<file path="config.mk">
export PLATFORM = sky130hd
export DESIGN_NAME = sbdb_log_step
export DESIGN_NICKNAME = d
export VERILOG_FILES = /design/src/sv/sbdb_pkg.sv /design/src/sv/sbdb_log_step.sv
export SDC_FILE = /design/constraint.sdc
export NUM_CORES = 2
export LEC_CHECK = 0
export BUFFER_PORTS_ARGS = -buffer_cell sky130_fd_sc_hd__buf_2
export CAP_MARGIN = 20
export CELL_PAD_IN_SITES_DETAIL_PLACEMENT = 0
export CELL_PAD_IN_SITES_GLOBAL_PLACEMENT = 1
export CORE_MARGIN = 3
export CORE_UTILIZATION = 31
export DETAILED_ROUTE_END_ITERATION = 10
export PLACE_DENSITY = 0.64
export SETUP_SLACK_MARGIN = 0.02
export SKIP_CTS_REPAIR_TIMING = 1
export SYNTH_ARGS = -nofsm -noshare
export SYNTH_HDL_FRONTEND = slang
export SYNTH_SLANG_ARGS = --single-unit
</file>
<file path="constraint.sdc">
create_clock -name i_clk -period 8.45 [get_ports i_clk]
set_input_delay 1.2675 -clock i_clk [delete_from_list [all_inputs] [get_ports i_clk]]
set_output_delay 1.2675 -clock i_clk [all_outputs]
set_load 0.01 [all_outputs]
</file>
<file path="src/sv/sbdb_pkg.sv">
// Shared types, constants and helpers for the spectrum bin dB smoother.
`default_nettype none
package sbdb_pkg;

    localparam int LOG_FRAC_BITS = 16;
    localparam int BIN_W         = 9;
    localparam int DB_W          = 16;
    localparam int ALPHA_W       = 17;
    localparam int LEVELS_DEPTH  = 512;

    localparam logic signed [DB_W-1:0] MIN_DB_RESET = -16'sd25600;
    localparam logic [ALPHA_W-1:0]     ALPHA_ONE    = 17'd65536;

    typedef enum logic [1:0] {
        CFG_ALPHA  = 2'd0,
        CFG_MIN_DB = 2'd1,
        CFG_MAX_DB = 2'd2
    } t_cfg_idx;

    typedef struct packed {
        logic signed [31:0]  re;
        logic signed [31:0]  im;
        logic [BIN_W-1:0]    bin;
    } t_in;

    typedef struct packed {
        logic [BIN_W-1:0]       bin_out;
        logic signed [DB_W-1:0] smoothed_db;
    } t_out;

    // Log2 pipeline stage: mantissa Q1.31, exponent, fraction bits so far
    typedef struct packed {
        logic                     vld;
        logic                     zero;
        logic [BIN_W-1:0]         bin;
        logic [5:0]               e;
        logic [31:0]              m;
        logic [LOG_FRAC_BITS-1:0] frac;
    } t_log;

    typedef struct packed {
        logic                   vld;
        logic [BIN_W-1:0]       bin;
        logic signed [DB_W-1:0] level;
    } t_lvl;

    // Truncated log2 in Q.16, evaluated at elaboration for constant arguments
    function automatic int unsigned log2_q16(input int unsigned x);
        int unsigned       e;
        int unsigned       frac;
        longint unsigned   m;
        e    = 0;
        frac = 0;
        for (int i = 0; i < 32; i++) begin
            if (x[i]) begin
                e = i;
            end
        end
        m = (longint'(x) << 31) >> e;
        for (int k = 15; k >= 0; k--) begin
            m = (m * m) >> 31;
            if (m >= 64'h1_0000_0000) begin
                frac = frac | (32'd1 << k);
                m    = m >> 1;
            end
        end
        return (e << 16) | frac;
    endfunction

endpackage
`default_nettype wire

</file>
<file path="src/sv/sbdb_log_step.sv">
// One squaring step of the log2 fraction: yields one fraction bit.
`default_nettype none
module sbdb_log_step (
    input  wire logic            i_clk,
    input  wire logic            i_rst_n,
    input  wire logic            i_en,
    input  wire sbdb_pkg::t_log  i_st,
    output sbdb_pkg::t_log       o_st
);
    import sbdb_pkg::*;

    logic [63:0] sq;
    logic [32:0] t;
    t_log        n_st;
    t_log        r_st;

    assign sq = 64'(i_st.m) * 64'(i_st.m);
    assign t  = sq[63:31];

    always_comb begin
        n_st = i_st;
        // Mantissa reached two: emit a one and halve it
        if (t[32]) begin
            n_st.m    = t[32:1];
            n_st.frac = {i_st.frac[LOG_FRAC_BITS-2:0], 1'b1};
        end else begin
            n_st.m    = t[31:0];
            n_st.frac = {i_st.frac[LOG_FRAC_BITS-2:0], 1'b0};
        end
    end

    always_ff @(posedge i_clk) begin
        if (!i_rst_n) begin
            r_st.vld <= 1'b0;
        end else if (i_en) begin
            r_st.vld <= n_st.vld;
        end
    end

    always_ff @(posedge i_clk) begin
        if (i_en) begin
            r_st.zero <= n_st.zero;
            r_st.bin  <= n_st.bin;
            r_st.e    <= n_st.e;
            r_st.m    <= n_st.m;
            r_st.frac <= n_st.frac;
        end
    end

    assign o_st = r_st;

endmodule
`default_nettype wire

</file>
==> metrics.md <==
| Metric | Value |
|---|---|
| Result of the run | finished, violations left |
| Failing checks | negative setup slack |
| Final setup viols | 5 |
| Startpoint types | primary input |
| Most Frequent Cell on Critical Path | fa_1 |
| DR vias/cell | roughly 4.4 |
| Max reg flops | 65 |
| Vias in the first global route | 25681 |
| Ant diodes | 0 |
| Mapped Area | about 32000 sq um |
| Core Util, Final | 39.54% |
| Seq cells post-synth | 65 |
| Synthesized Nets | about 4400 |
| Die Wd | ~330 um |
| Unrepaired setup endpoints after global routing | yes |
| Cts bufs inserted | 9 |
| CP max stage cell | fa_1 |
| Vias | ~23000 |
| Unique masters post-synth | 73 |
| Post-synth EDFFs | 64 |
| Sequential-to-total area share from yosys stat | 6.131% |
| Initial antenna violation count | 1 |
| Worst slew margin | 44.78% |
| Final nets | 5026 |
| Max Root-Sink Buffers | 2 |
| Max Cap Viol | 0 |
| Pin count of the biggest net entering global routing | 66 |
| Crit path DAT | 8.58 ns |
| Num ports | 133 |
| Clock Tree Root | clkbuf_16 |
| PnR worst setup slack | -0.05431 ns |
| Core area | between 100000 and 150000 sq um |
| Layout cells sized above 1 | around a quarter |
| Slew @ Worst Pin | 0.8282 ns |
| Critical path required time | 8.52 ns |
| Fin crit share | 100.6% |
| GPL Wtd Cong | about 0.84 |
| TritonRoute pass-1 iters | 5 |
| Clk slew on worst S/H paths | about 0.050 ns |
| Final Hold Viols | 0 |
| Final Critical Period | 8.504 ns |
| HP Class | reg2reg |
| HPWL after detailed placement | 76930 um |
| Critical-path maximum fanout | 5 |
| Synth Flop Type | edfxtp_1 |
| Placed Instances | 5182 |
| Worst Skew | 0 ns |
| Synthesized instance count | 3271 |
| Commonest non-fill, non-tap cell in the layout | inv_1 |
| DRC | 0 |
| Ys async rst share | 0% |
| Placed instance area | roughly 38000 sq um |
| Most frequent cells in the layout | inv_1, fa_1, buf_4 |
| GRT Total Usage | 16.79% |
| Starting density of the core | between 30% and 40% |
| Die Area | about 110000 sq um |
| Kind of critical path | in2reg |
| Site Rows | around 120 |
| Yosys Warn Count | 0 |
| Achievable Freq | 117.6 MHz |
| Htree depth | 3 |
| Slew Limit Fails | 0 |
| CTS tree | built |
| Initial DRC Count | 963 |
| Final std cells w/o fill | 5229 |
| Later-pin clock latency in the skew report | 0.32 ns |
| WL per Instance | 16.66 um |
| Avg Cell Area, Syn | 9.682 sq um |
| Final instance area | about 40000 sq um |
| Area Overhead vs Synth | 25.76% |
| Port Buf Inserts | 131 |
| Routed Antenna Nets | 0 |
| Grt ovf | 0 |
| Routed WL | 87120 um |
| Die H | 325.6 um |
| First-pass GRT wire length | 140800 um |
| Sink Count | 65 |
| Crit path capture type | register |
| Largest stage delay, worst path | 0.58 ns |
critical path: cells and delay by family:
kind                     cells  cell delay [ns]
multiplexers                 1             0.28
AO/OA/AOI/OAI                5             1.27
XOR/XNOR                     1             0.20
adder cells (fa/ha/maj)      9             4.30
AND/OR/NAND/NOR              3             0.40
buffers and inverters        8             0.82
cell usage after synthesis, types with 12 or more instances:
| cell type | count | area (sq um) |
|---|---|---|
| inv_1 | 979 | 3675 |
| fa_1 | 791 | 15840 |
| ha_1 | 300 | 3754 |
| nand2_1 | 284 | 1066 |
| and2_1 | 229 | 1433 |
| clkbuf_1 | 114 | 427.9 |
| a21oi_1 | 71 | 355.3 |
| nor2_1 | 66 | 247.7 |
| edfxtp_1 | 64 | 1922 |
| xnor2_1 | 39 | 341.6 |
| a21o_1 | 38 | 285.3 |
| xor2_1 | 38 | 332.8 |
| o21ai_0 | 30 | 150.1 |
| nand4_1 | 29 | 181.4 |
| mux2_2 | 20 | 225.2 |
| o21bai_1 | 15 | 112.6 |
| a31o_2 | 12 | 105.1 |
routing by layer:
metal  up-vias  track usage (%)  wire length, um
li1      10795                -                -
met1     11809            21.94            37060
met2       290            31.64            46490
met3        72           0.6572             2211
met4         0            1.905             1366
met5         -                0                0
area by class of cell:
cell class / count / area (sq um)
clock buffers: 11 / 232.7
clock inverters: 5 / 103.9
fillers: 10255 / 60900
inverters: 981 / 3689
multi-input cells: 2102 / 26470
flip-flops and latches: 65 / 1942
well taps: 1357 / 1698
repair buffers: 708 / 5692
metrics by stage:
stage               TNS [ns]  hold WS (ns)  setup slack, ns
global route          -4.407        0.5507          -0.3010
detailed placement    -18.60        0.4997          -0.7793
CTS                   -8.858        0.5162          -0.4814
floorplan           -0.01086        0.5383         -0.01086
global placement      -18.80        0.4940          -0.7581
finish               -0.1916        0.5106         -0.05431
cells by family (layout without fill, tap and decap cells):
group	after synthesis	in the layout	synth area share [%]
AND/OR/NAND/NOR	675	675	10.60
AO/OA/AOI/OAI	230	230	4.986
adder cells (fa/ha/maj)	1091	1091	61.85
flip-flops	65	65	6.131
multiplexers	28	28	0.9837
buffers and inverters	1104	1705	13.27
XOR/XNOR	78	78	2.181
final timing paths:
kind	slack, ns	end	cells after the start	startpoint
max	-0.05	o_st[38]	27	i_st[32]
max reg2reg	7.87	o_st[64]	2	o_st[64]
min	0.51	o_st[64]	2	o_st[64]
min reg2reg	0.51	o_st[64]	2	o_st[64]
Power is left out: the tool's default activity adds up to more than one toggle a clock period on the data nets, which glitch-free logic cannot reach.
