## config.mk

```make
export PLATFORM = sky130hd
export DESIGN_NAME = sbdb_level
export DESIGN_NICKNAME = d
export VERILOG_FILES = /design/src/sv/sbdb_pkg.sv /design/src/sv/sbdb_level.sv
export SDC_FILE = /design/constraint.sdc
export NUM_CORES = 1
export LEC_CHECK = 0
export BUFFER_PORTS_ARGS = -buffer_cell sky130_fd_sc_hd__buf_2
export CORE_UTILIZATION = 56
export CTS_BUF_LIST = sky130_fd_sc_hd__clkbuf_8
export DETAILED_ROUTE_END_ITERATION = 7
export PLACE_DENSITY_LB_ADDON = 0.15
export SETUP_SLACK_MARGIN = 0.3
export SLEW_MARGIN = 5
export SYNTH_ARGS = -nofsm -noshare
export SYNTH_HDL_FRONTEND = slang
export SYNTH_SLANG_ARGS = --single-unit
```

## constraint.sdc

```tcl
create_clock -name i_clk -period 6.45 [get_ports i_clk]
set_clock_uncertainty 0.05 [all_clocks]
set_input_delay 0.9675 -clock i_clk [delete_from_list [all_inputs] [get_ports i_clk]]
set_output_delay 0.9675 -clock i_clk [all_outputs]
set_load 0.005 [all_outputs]
```

## src/sv/sbdb_pkg.sv

```systemverilog
// Shared types, constants and helpers for the spectrum bin dB smoother.
`default_nettype none
package sbdb_pkg;

    localparam int LOG_FRAC_BITS = 16;
    localparam int BIN_W         = 9;
    localparam int DB_W          = 16;
    localparam int ALPHA_W       = 17;
    localparam int LEVELS_DEPTH  = 512;

    localparam logic signed [DB_W-1:0] MIN_DB_RESET = -16'sd25600;
    localparam logic [ALPHA_W-1:0]     ALPHA_ONE    = 17'd65536;

    typedef enum logic [1:0] {
        CFG_ALPHA  = 2'd0,
        CFG_MIN_DB = 2'd1,
        CFG_MAX_DB = 2'd2
    } t_cfg_idx;

    typedef struct packed {
        logic signed [31:0]  re;
        logic signed [31:0]  im;
        logic [BIN_W-1:0]    bin;
    } t_in;

    typedef struct packed {
        logic [BIN_W-1:0]       bin_out;
        logic signed [DB_W-1:0] smoothed_db;
    } t_out;

    // Log2 pipeline stage: mantissa Q1.31, exponent, fraction bits so far
    typedef struct packed {
        logic                     vld;
        logic                     zero;
        logic [BIN_W-1:0]         bin;
        logic [5:0]               e;
        logic [31:0]              m;
        logic [LOG_FRAC_BITS-1:0] frac;
    } t_log;

    typedef struct packed {
        logic                   vld;
        logic [BIN_W-1:0]       bin;
        logic signed [DB_W-1:0] level;
    } t_lvl;

    // Truncated log2 in Q.16, evaluated at elaboration for constant arguments
    function automatic int unsigned log2_q16(input int unsigned x);
        int unsigned       e;
        int unsigned       frac;
        longint unsigned   m;
        e    = 0;
        frac = 0;
        for (int i = 0; i < 32; i++) begin
            if (x[i]) begin
                e = i;
            end
        end
        m = (longint'(x) << 31) >> e;
        for (int k = 15; k >= 0; k--) begin
            m = (m * m) >> 31;
            if (m >= 64'h1_0000_0000) begin
                frac = frac | (32'd1 << k);
                m    = m >> 1;
            end
        end
        return (e << 16) | frac;
    endfunction

endpackage
`default_nettype wire

```

## src/sv/sbdb_level.sv

```systemverilog
// Normalization offset, dB scaling, rounding, saturation and clamping.
`default_nettype none
module sbdb_level #(
    parameter int FFT_SIZE = 1024
) (
    input  wire logic                         i_clk,
    input  wire logic                         i_rst_n,
    input  wire logic                         i_en,
    input  wire sbdb_pkg::t_log               i_st,
    input  wire logic signed [15:0]           i_min_db,
    input  wire logic signed [15:0]           i_max_db,
    output sbdb_pkg::t_lvl                    o_lvl
);
    import sbdb_pkg::*;

    localparam logic [22:0]        NORM_OFS = 23'(2 * log2_q16(FFT_SIZE));
    localparam logic signed [41:0] TEN_LOG10_2 = 42'sd197283;
    localparam logic signed [41:0] HALF_LSB = 42'sd8388608;

    logic                   r1_vld, r2_vld;
    logic                   r1_zero, r2_zero;
    logic [BIN_W-1:0]       r1_bin, r2_bin;
    logic signed [23:0]     r1_d;
    logic signed [41:0]     r2_prod;
    t_lvl                   r_lvl;

    logic signed [23:0]     n1_d;
    logic signed [41:0]     t;
    logic signed [17:0]     q;
    logic signed [DB_W-1:0] lv;

    assign n1_d = signed'({2'b00, i_st.e, i_st.frac}) - signed'({1'b0, NORM_OFS});
    assign t    = r2_prod + HALF_LSB;
    assign q    = 18'(t >>> 24);

    always_comb begin
        if (r2_zero) begin
            lv = i_min_db;
        end else if (q > 18'sd32767) begin
            lv = 16'sh7fff;
        end else if (q < -18'sd32768) begin
            lv = -16'sh8000;
        end else begin
            lv = q[15:0];
        end
        // Raise to the lower limit first, then lower to the upper one
        if (lv < i_min_db) begin
            lv = i_min_db;
        end
        if (lv > i_max_db) begin
            lv = i_max_db;
        end
    end

    always_ff @(posedge i_clk) begin
        if (!i_rst_n) begin
            r1_vld    <= 1'b0;
            r2_vld    <= 1'b0;
            r_lvl.vld <= 1'b0;
        end else if (i_en) begin
            r1_vld    <= i_st.vld;
            r2_vld    <= r1_vld;
            r_lvl.vld <= r2_vld;
        end
    end

    always_ff @(posedge i_clk) begin
        if (i_en) begin
            r1_d        <= n1_d;
            r1_zero     <= i_st.zero;
            r1_bin      <= i_st.bin;
            r2_prod     <= 42'(r1_d) * TEN_LOG10_2;
            r2_zero     <= r1_zero;
            r2_bin      <= r1_bin;
            r_lvl.bin   <= r2_bin;
            r_lvl.level <= lv;
        end
    end

    assign o_lvl = r_lvl;

endmodule
`default_nettype wire

```

==> results of run 1 <==
## power groups by stage
stage / registers [mW] / logic [mW] / clock network [mW]
after floorplan: 1.10 / 3.61 / 0
after global placement: 1.12 / 4.55 / 0
after detailed placement: 1.12 / 4.63 / 0
after CTS: 1.11 / 4.70 / 0.421
after global routing: 1.12 / 5.51 / 0.434
final: 1.11 / 4.82 / 0.402
## area by class of cell
cell class | instances | area (um2)
multi-input combinational | 643 | 7200
fill | 1515 | 6740
clock buffer | 9 | 124
clock inverter | 7 | 76.3
inverter | 255 | 957
timing repair buffer | 122 | 702
tap | 234 | 293
sequential | 90 | 2670
## per-layer routing
layer  share of wire (%)  vias to the layer above
li1                    -                     3560
met1                  45                     3300
met2                  50                      136
met3                 3.6                       26
met4                 1.7                        0
met5                   0                        -
## state kept, by name, indices dropped and copies added, names as in the netlist
signal and count:
r2_zero 1, r2_bin 9, r2_prod 19, r1_bin 9, o_lvl 26, r1_zero 1
r1_vld 1, r2_vld 1, r1_d 23
## through the flow
step / worst slack [ps] / instances / cell area [um2] / power [mW]
floorplan: 332 / 998 / 10800 / 4.71
global placement: 282 / 1329 / 11600 / 5.67
detailed placement: 220 / 1329 / 11600 / 5.75
CTS: 297 / 1346 / 11800 / 6.23
global route: 301 / 1360 / 12000 / 7.06
finish: 501 / 1360 / 12000 / 6.33
## worst max-delay path, stage by stage, from the launching register on
cell,delay (ps)
edfxtp_1,430
and3_2,270
and4_4,220
and4_4,190
nand3_1,80
o21ai_2,90
o41ai_4,330
buf_4,190
buf_4,170
o221ai_1,170
ha_1,340
nand4_1,140
nor3_1,80
a221oi_1,260
o211ai_1,170
nand2_1,120
o31a_4,210
mux2_4,330
ha_1,280
nor2b_1,130
o21a_1,160
o21ai_0,130
nand2b_1,90
a211oi_2,270
o211ai_1,130
nand3_1,130
buf_4,180
mux2_2,340
## placed cells by master (no fill, tap or decap), types with 21 or more instances in the layout
cell type	Yosys	final
inv_1	254	254
nand2_1	42	42
buf_4	1	28
xnor2_1	33	33
a21oi_1	23	22
ha_1	221	221
o21ai_0	22	21
edfxtp_1	87	87
fa_1	99	99
buf_2	1	92
## how the worst max path moves through the flow
stage / start / endpoint / slack, ps / cells after the start
CTS: r2_prod[26] / o_lvl[9] / 300 / 25
finish: r2_prod[26] / o_lvl[1] / 500 / 27
global route: r1_d[13] / r2_prod[36] / 300 / 19
floorplan: r1_d[22] / r2_prod[41] / 330 / 16
global placement: r2_prod[26] / o_lvl[9] / 280 / 26
detailed placement: r2_prod[26] / o_lvl[9] / 220 / 26
## cells in the mapped netlist, drive strengths merged (6+ instances only)
master	instances
o311ai	12
a21o	12
nor2	16
edfxtp	87
fa	99
o21a	6
xnor2	33
a21oi	23
nand4	11
and3	6
mux2	30
nor3	9
o21ai	25
nand3	13
nor2b	10
xor2	20
ha	221
inv	254
nand2	42
## kinds of logic (layout without fill, tap and decap cells)
kind of cell / count (synthesis) / in the layout / synth area share (%)
AO/OA/AOI/OAI: 106 / 106 / 6.84
flip-flops: 90 / 90 / 24.8
multiplexers: 35 / 35 / 4.12
XOR/XNOR: 53 / 53 / 4.30
adder cells (fa/ha/maj): 320 / 320 / 44.0
buffers and inverters: 265 / 393 / 9.40
AND/OR/NAND/NOR: 129 / 129 / 6.57
## timing repair
action / 4_1_cts / 5_1_grt
endpoints found under the setup margin: 16 / 22
gates resized for setup: 1 / 18
pin swaps: 1 / 2
setup buffers: 1 / 14
hold buffers: 0 / 0
==> flow_summary.toml, run 1 <==
[run_status]
status = "finished clean"

[global_routing]
grt.overflow.total = 0
grt_use_met2_pct = 38.4
antenna_found_initial = 0
grt_use_met3_pct = 2.85
grt_max_degree = 52
grt_pass1_wl_um = 32700
grt_pass1_vias = 7036
met1_usage_pct = 26.7
busiest_layer = "met2"
grt_util_all_layers_pct = 21.3

[min_path]
holdPathStages = 0
min_path_type = "reg2reg"
min_to = "r2_bin[8]"
hold_path_startpoint = "r1_bin[8]"

[synth]
syn-num-nets = 1418
yosysTopAreaCell = "ha_1"
ys.flop_type = "edfxtp_1"
synth.top_cells.by_area = "ha_1 (26%), edfxtp_1 (24%), fa_1 (18%)"
synth_area_mm2 = 0.0108
synthCells = 998
synth_edf_count = 87
synth.distinct_cells = 64
ys_warn_count = 0
async_reset_ff_share_pct = 0
ys_seq_area_share_pct = 24.8
ys_ff_latch = 90
syn_avg_cell_area_um2 = 10.8
synth_top_cell_area_share_pct = 25.6

[pwr]
pwr-share-comb_pct = 76.2
powerDensity_mw_per_mm2 = 526
swShare_pct = 45.8
p_leak_nw = 6.16
ir_drop_uv = 570
power_switching_mw = 2.90
p_int_mw = 3.43
clkPwrFrac_pct = 6.4
power_frac_seq_pct = 17.5

[placed_design]
dp_hpwl_um = 16600
io_buffers = 93
gp_congestion = 0.874

[die]
dieArea_mm2 = 0.0198
initial_utilization_pct = 57.5
die_h_um = 141
io_pins = 126
fp-row-count = 50
core_area_mm2 = 0.0188
die_x_um = 141

[route]
wirelength_um = 19700
drt_pass1_iterations = 5
drc = 0
via_per_inst = 5.16
wire_per_inst_um = 14.5
drtIter0Drc = 170
ant_nets = 0
vias = 7022

[cells_and_area]
fin_util_pct = 64.1
n_antenna_cell = 0
drive_gt1_share_pct = 17.3
fin_nets = 1541
syn2layout_area_growth_pct = 11.5

[clocking]
cts_max_path_buffers = 2
root_buffer = "clkbuf_8"
clkSinkCount = 90
clk_pin_slew_ps = 100
htreeDepth = 3
cts_made_buffers = 9
cts_tree = "yes"
clk_latency_ps = 400

[sta]
grt_setup_unrepaired = "no"
drv_slew = 0
fin_crit_sh_pct = 92.2
maxSlewHeadroom_pct = 57.2
hold_slack_ps = 377
finalSetupTns_ps = 0
setup_viol = 0
hold_viol = 0
finalCriticalPeriod_ps = 5950
tightestPinTransition_ps = 642
max_freq_mhz = 168

[critical_path]
critical_path.max_fanout = 8
r2r_setup_slack_ps = 500
cp-end-kind = "register"
cp.required_ps = 6540
rr_worst_depth = 27
critical_path_class = "reg2reg"
cp.arrival_ps = 6040
cp-start-kind = "register"
r2r_end = "o_lvl[1]"
rr_startpoint = "r2_prod[26]"

[job]
drv_cap = 0
Note: power is estimated with default switching activity, not from simulation.
==> run 2, diff against run 1 <==
--- a/config.mk
+++ b/config.mk
@@ -8,3 +8,5 @@
 export BUFFER_PORTS_ARGS = -buffer_cell sky130_fd_sc_hd__buf_2
-export CORE_UTILIZATION = 56
+export CELL_PAD_IN_SITES_DETAIL_PLACEMENT = 1
+export CELL_PAD_IN_SITES_GLOBAL_PLACEMENT = 2
+export CORE_UTILIZATION = 44
 export CTS_BUF_LIST = sky130_fd_sc_hd__clkbuf_8
==> constraint.sdc (replaced) <==
create_clock -name i_clk -period 7.65 [get_ports i_clk]
set_clock_uncertainty 0.05 [all_clocks]
set_input_delay 0.3825 -clock i_clk [delete_from_list [all_inputs] [get_ports i_clk]]
set_output_delay 0.3825 -clock i_clk [all_outputs]
set_load 0.005 [all_outputs]
==> flow_summary.toml, run 2 (synthesis gave the netlist of run 1 again) <==
[die]
io_pins = 126
fp-row-count = 56
initial_utilization_pct = 45.4
die_h_um = 159
die_x_um = 159
core_area_mm2 = 0.0238
dieArea_mm2 = 0.0252

[clocking]
post_cts_buffers = 0
ctsResizeCount = 0
root_buffer = "clkbuf_8"
hold_buffers = 0
cts_max_path_buffers = 2
clkSinkCount = 90
htreeDepth = 3
clk_pin_slew_ps = 120
clk_latency_ps = 400
cts_made_buffers = 9
cts_tree = "yes"

[route]
via_per_inst = 4.94
drc = 0
wirelength_um = 22900
met2_wirelength_um = 11200
wire_per_inst_um = 16.1
met1_length_um = 10900
vias = 7025
highest_layer = "met4"
drtIter0Drc = 179
wl_met3_um = 569
ant_nets = 0
drt_pass1_iterations = 4

[cells_and_area]
final_cell_mix = "inv_1 (254), ha_1 (221), fa_1 (99)"
layout_commonest_cell = "inv_1"
syn2layout_area_growth_pct = 9.75
n_antenna_cell = 0
drive_gt1_share_pct = 14.4
largest_reg_flops = 26
fill_cells = 2668
multiInputGateArea_mm2 = 0.00710
ff_latch_area_mm2 = 0.00267
fin_nets = 1517

[placed_design]
gp_congestion = 0.846
io_buffers = 93
dp_hpwl_um = 19800

[critical_path]
rr_startpoint = "r2_prod[25]"
cp-end-kind = "register"
critical_path_class = "reg2reg"
cp-start-kind = "register"
rr_worst_depth = 26
cp.arrival_ps = 6970
critical_path.max_fanout = 15
crit_start = "r2_prod[25]"
cp.required_ps = 7750

[run_status]
status = "finished clean"

[pwr]
powerDensity_mw_per_mm2 = 441
p_leak_nw = 6.02
finalPower_mw = 5.23
ir_drop_uv = 206

[global_routing]
grt_max_degree = 59
antenna_found_initial = 0
grt.overflow.total = 0
grt_pass1_wl_um = 37400
grt_util_all_layers_pct = 19.7
grt_pass1_vias = 7417

[sta]
setup_viol = 0
finalCriticalPeriod_ps = 6860
finalSetupTns_ps = 0
fin_crit_sh_pct = 89.7
tightestPinTransition_ps = 812
drv_slew = 0
maxSlewHeadroom_pct = 45.7
hold_viol = 0
grt_setup_unrepaired = "no"
max_freq_mhz = 146

[min_path]
min_path_type = "in2reg"
holdPathStages = 1
hold_path_startpoint = "i_st[60]"

[job]
drv_cap = 0
-- run 2: worst max-delay path: stages, from the launching register on --
cell	delay (ps)
edfxtp_1	470
and3_1	270
nand3_2	110
or2_4	300
nand3_1	110
o21ai_2	80
o41ai_4	800
o311ai_0	350
ha_1	370
and4_1	190
nand3_1	100
nor3_1	70
a221oi_1	260
o211ai_1	170
nand2_1	130
o31a_4	320
mux2_2	400
ha_1	290
a21o_1	180
a21o_1	170
a21oi_1	150
nor2b_1	60
o21ai_0	280
o211ai_1	140
nand3_1	150
buf_4	270
mux2_2	360
-- run 2: final timing paths --
path / endpoint / slack, ps
max: o_lvl[14] / 790
max reg2reg: o_lvl[14] / 790
min: r1_bin[6] / 90
min reg2reg: o_lvl[21] / 370
-- run 2: layer usage --
metal | vias to the layer above | global-route usage [%]
li1 | 3516 | -
met1 | 3398 | 26.0
met2 | 92 | 34.5
met3 | 19 | 2.45
met4 | 0 | 3.94
met5 | - | 0
-- run 2: area by class of cell --
class	instances	area share [%]
Clock buffer	9	1.05
Inverter	255	8.08
Multi-Input combinational cell	643	60.0
Timing Repair Buffer	98	4.27
Sequential cell	90	22.6
Clock inverter	7	0.687
Tap cell	319	3.37
-- run 2: where the power goes --
part	internal [mW]	switching (mW)	total, mW
combinational	1.81	2.12	3.93
sequential	0.838	0.102	0.940
clock	0.131	0.224	0.355
total	2.78	2.45	5.23
-- run 2: stage by stage --
stage | util [%] | cell area [um2] | setup WS, ps | hold WS, ps | cells
floorplan | - | 10800 | 1530 | 350 | 998
global placement | 49.0 | 11600 | 866 | 350 | 1405
detailed placement | 49.0 | 11600 | 740 | 356 | 1405
CTS | 49.9 | 11800 | 720 | 77.3 | 1421
global route | 49.9 | 11800 | 351 | 72.8 | 1421
finish | 49.9 | 11800 | 789 | 92.6 | 1421
==> run 3, diff against run 2 <==
CORE_UTILIZATION = 37   (was 44)
clock period = 5.74 ns   (was 7.65 ns; I/O delays follow)
==> flow_summary.toml, run 3 (synthesis gave the netlist of run 1 again) <==
[run_status]
status = "finished with violations"
violations = "negative setup slack"

[critical_path]
cp-end-kind = "register"
cp.required_ps = 5840
critical_path.max_fanout = 5
cp.arrival_ps = 5940
crit_buf_inv = 6
cpLargestDelayFamily = "compound AO/OA/AOI/OAI gates"
cp_common_cell = "buf_6"
critical_path_class = "reg2reg"
slowest_stage = "edfxtp_1"
critPathMaxStageDelay_ps = 410
cp-start-kind = "register"

[cells_and_area]
final_cell_mix = "inv_1 (246), ha_1 (191), buf_4 (134)"
syn2layout_area_growth_pct = 33.6
layout_commonest_cell = "inv_1"
drive_gt1_share_pct = 32.7
fill_cells = 3133
fin_nets = 1705
n_antenna_cell = 0
largest_reg_flops = 26
fin_area_mm2 = 0.0144

[route]
ant_nets = 0
wire_per_inst_um = 16.3
drt_pass1_iterations = 4
wirelength_um = 27300
drtIter0Drc = 220
via_per_inst = 4.66
drc = 0
vias = 7807

[placed_design]
dpl-instance-area_mm2 = 0.0126
dp_hpwl_um = 21700
gp_congestion = 0.822
pre_cts_ws_ps = -221
io_buffers = 93

[die]
die_h_um = 173
fp-row-count = 62
io_pins = 126
core_area_mm2 = 0.0287
dieArea_mm2 = 0.0298
initial_utilization_pct = 37.6
die_x_um = 173

[sta]
setup_viol = 16
hold_viol = 0
grt_setup_unrepaired = "yes"
fin_crit_sh_pct = 102
max_freq_mhz = 171
tightestPinTransition_ps = 850
drv_slew = 0
finalCriticalPeriod_ps = 5840
setup_slack_ps = -104
maxSlewHeadroom_pct = 43.3
finalSetupTns_ps = -1430

[clocking]
htreeDepth = 3
root_buffer = "clkbuf_8"
clkSinkCount = 90
clk_pin_slew_ps = 140
cts_made_buffers = 9
clk_latency_ps = 420
cts_tree = "yes"
cts_max_path_buffers = 2

[pwr]
ir_drop_uv = 402
powerDensity_mw_per_mm2 = 665
p_leak_nw = 7.10

[global_routing]
grt_max_degree = 65
grt_pass1_wl_um = 43400
grt_pass1_vias = 8476
antenna_found_initial = 0
grt.overflow.total = 0
grt_util_all_layers_pct = 18.6

[job]
drv_cap = 0

[min_path]
min_path_type = "in2reg"
-- run 3: cell count changes in the layout (fill, tap and decap cells not counted), sizes merged --
| cell | delta |
|---|---|
| buf | +161 |
| dlygate4sd3 | +27 |
| clkinv | +1 |
| inv | -1 |
-- run 3: stage by stage --
stage | hold slack (ps) | power [mW] | utilization (%) | std cells
floorplan | 336 | 5.52 | - | 998
global route | 23.6 | 10.6 | 50.2 | 1674
finish | 55.6 | 9.59 | 50.2 | 1674
detailed placement | 355 | 7.50 | 43.8 | 1562
global placement | 350 | 7.42 | 43.8 | 1562
CTS | 27.3 | 8.84 | 47.9 | 1641
-- run 3: what timing repair did --
action	in CTS	in global routing
endpoints found under the setup margin	27	30
pin swaps	65	55
gates resized for setup	72	80
setup buffers	34	33
hold endpoints to repair	27	0
cloned	2	0
hold buffers	27	0
-- run 3: final timing paths --
check | startpoint | end | slack, ps | cells past startpoint
worst max-delay path | r2_prod[28] | o_lvl[5] | -100 | 29
worst min-delay path | i_st[9] | r1_d[9] | 60 | 1
worst max register to register | r2_prod[28] | o_lvl[5] | -100 | 29
worst min register to register | r1_zero | r2_zero | 360 | 0
-- run 3: worst reg2reg max path, delay by kind of cell, from the launching register on --
| kind | cells | cell delay (ps) |
|---|---|---|
| AO/OA/AOI/OAI | 10 | 1690 |
| AND/OR/NAND/NOR | 9 | 1430 |
| buffers and inverters | 6 | 840 |
| multiplexers | 2 | 640 |
| adder cells (fa/ha/maj) | 2 | 530 |
| flip-flops | 1 | 410 |
-- run 3: per-layer routing --
layer	wire [um]	up-vias	global-route usage, %
li1	-	3888	-
met1	12200	3804	24.1
met2	13900	97	33.0
met3	791	18	2.20
met4	350	0	4.35
met5	0	-	0
-- run 3: area by class of cell --
cell class | instances | area, um2 | share of cell area (%)
inverters | 255 | 962 | 6.67
clock buffers | 9 | 124 | 0.859
flip-flops and latches | 90 | 2670 | 18.5
multi-input cells | 643 | 7920 | 54.9
well taps | 384 | 480 | 3.33
repair buffers | 286 | 2180 | 15.1
clock inverters | 7 | 81.3 | 0.564
-- run 3: report_power, final --
group / total [mW] / internal, mW / switching (mW) / leakage (nW)
clock network: 0.480 / 0.174 / 0.306 / 0.103
logic: 7.90 / 4.16 / 3.74 / 6.13
registers: 1.21 / 1.12 / 0.0928 / 0.876
total: 9.59 / 5.45 / 4.14 / 7.10
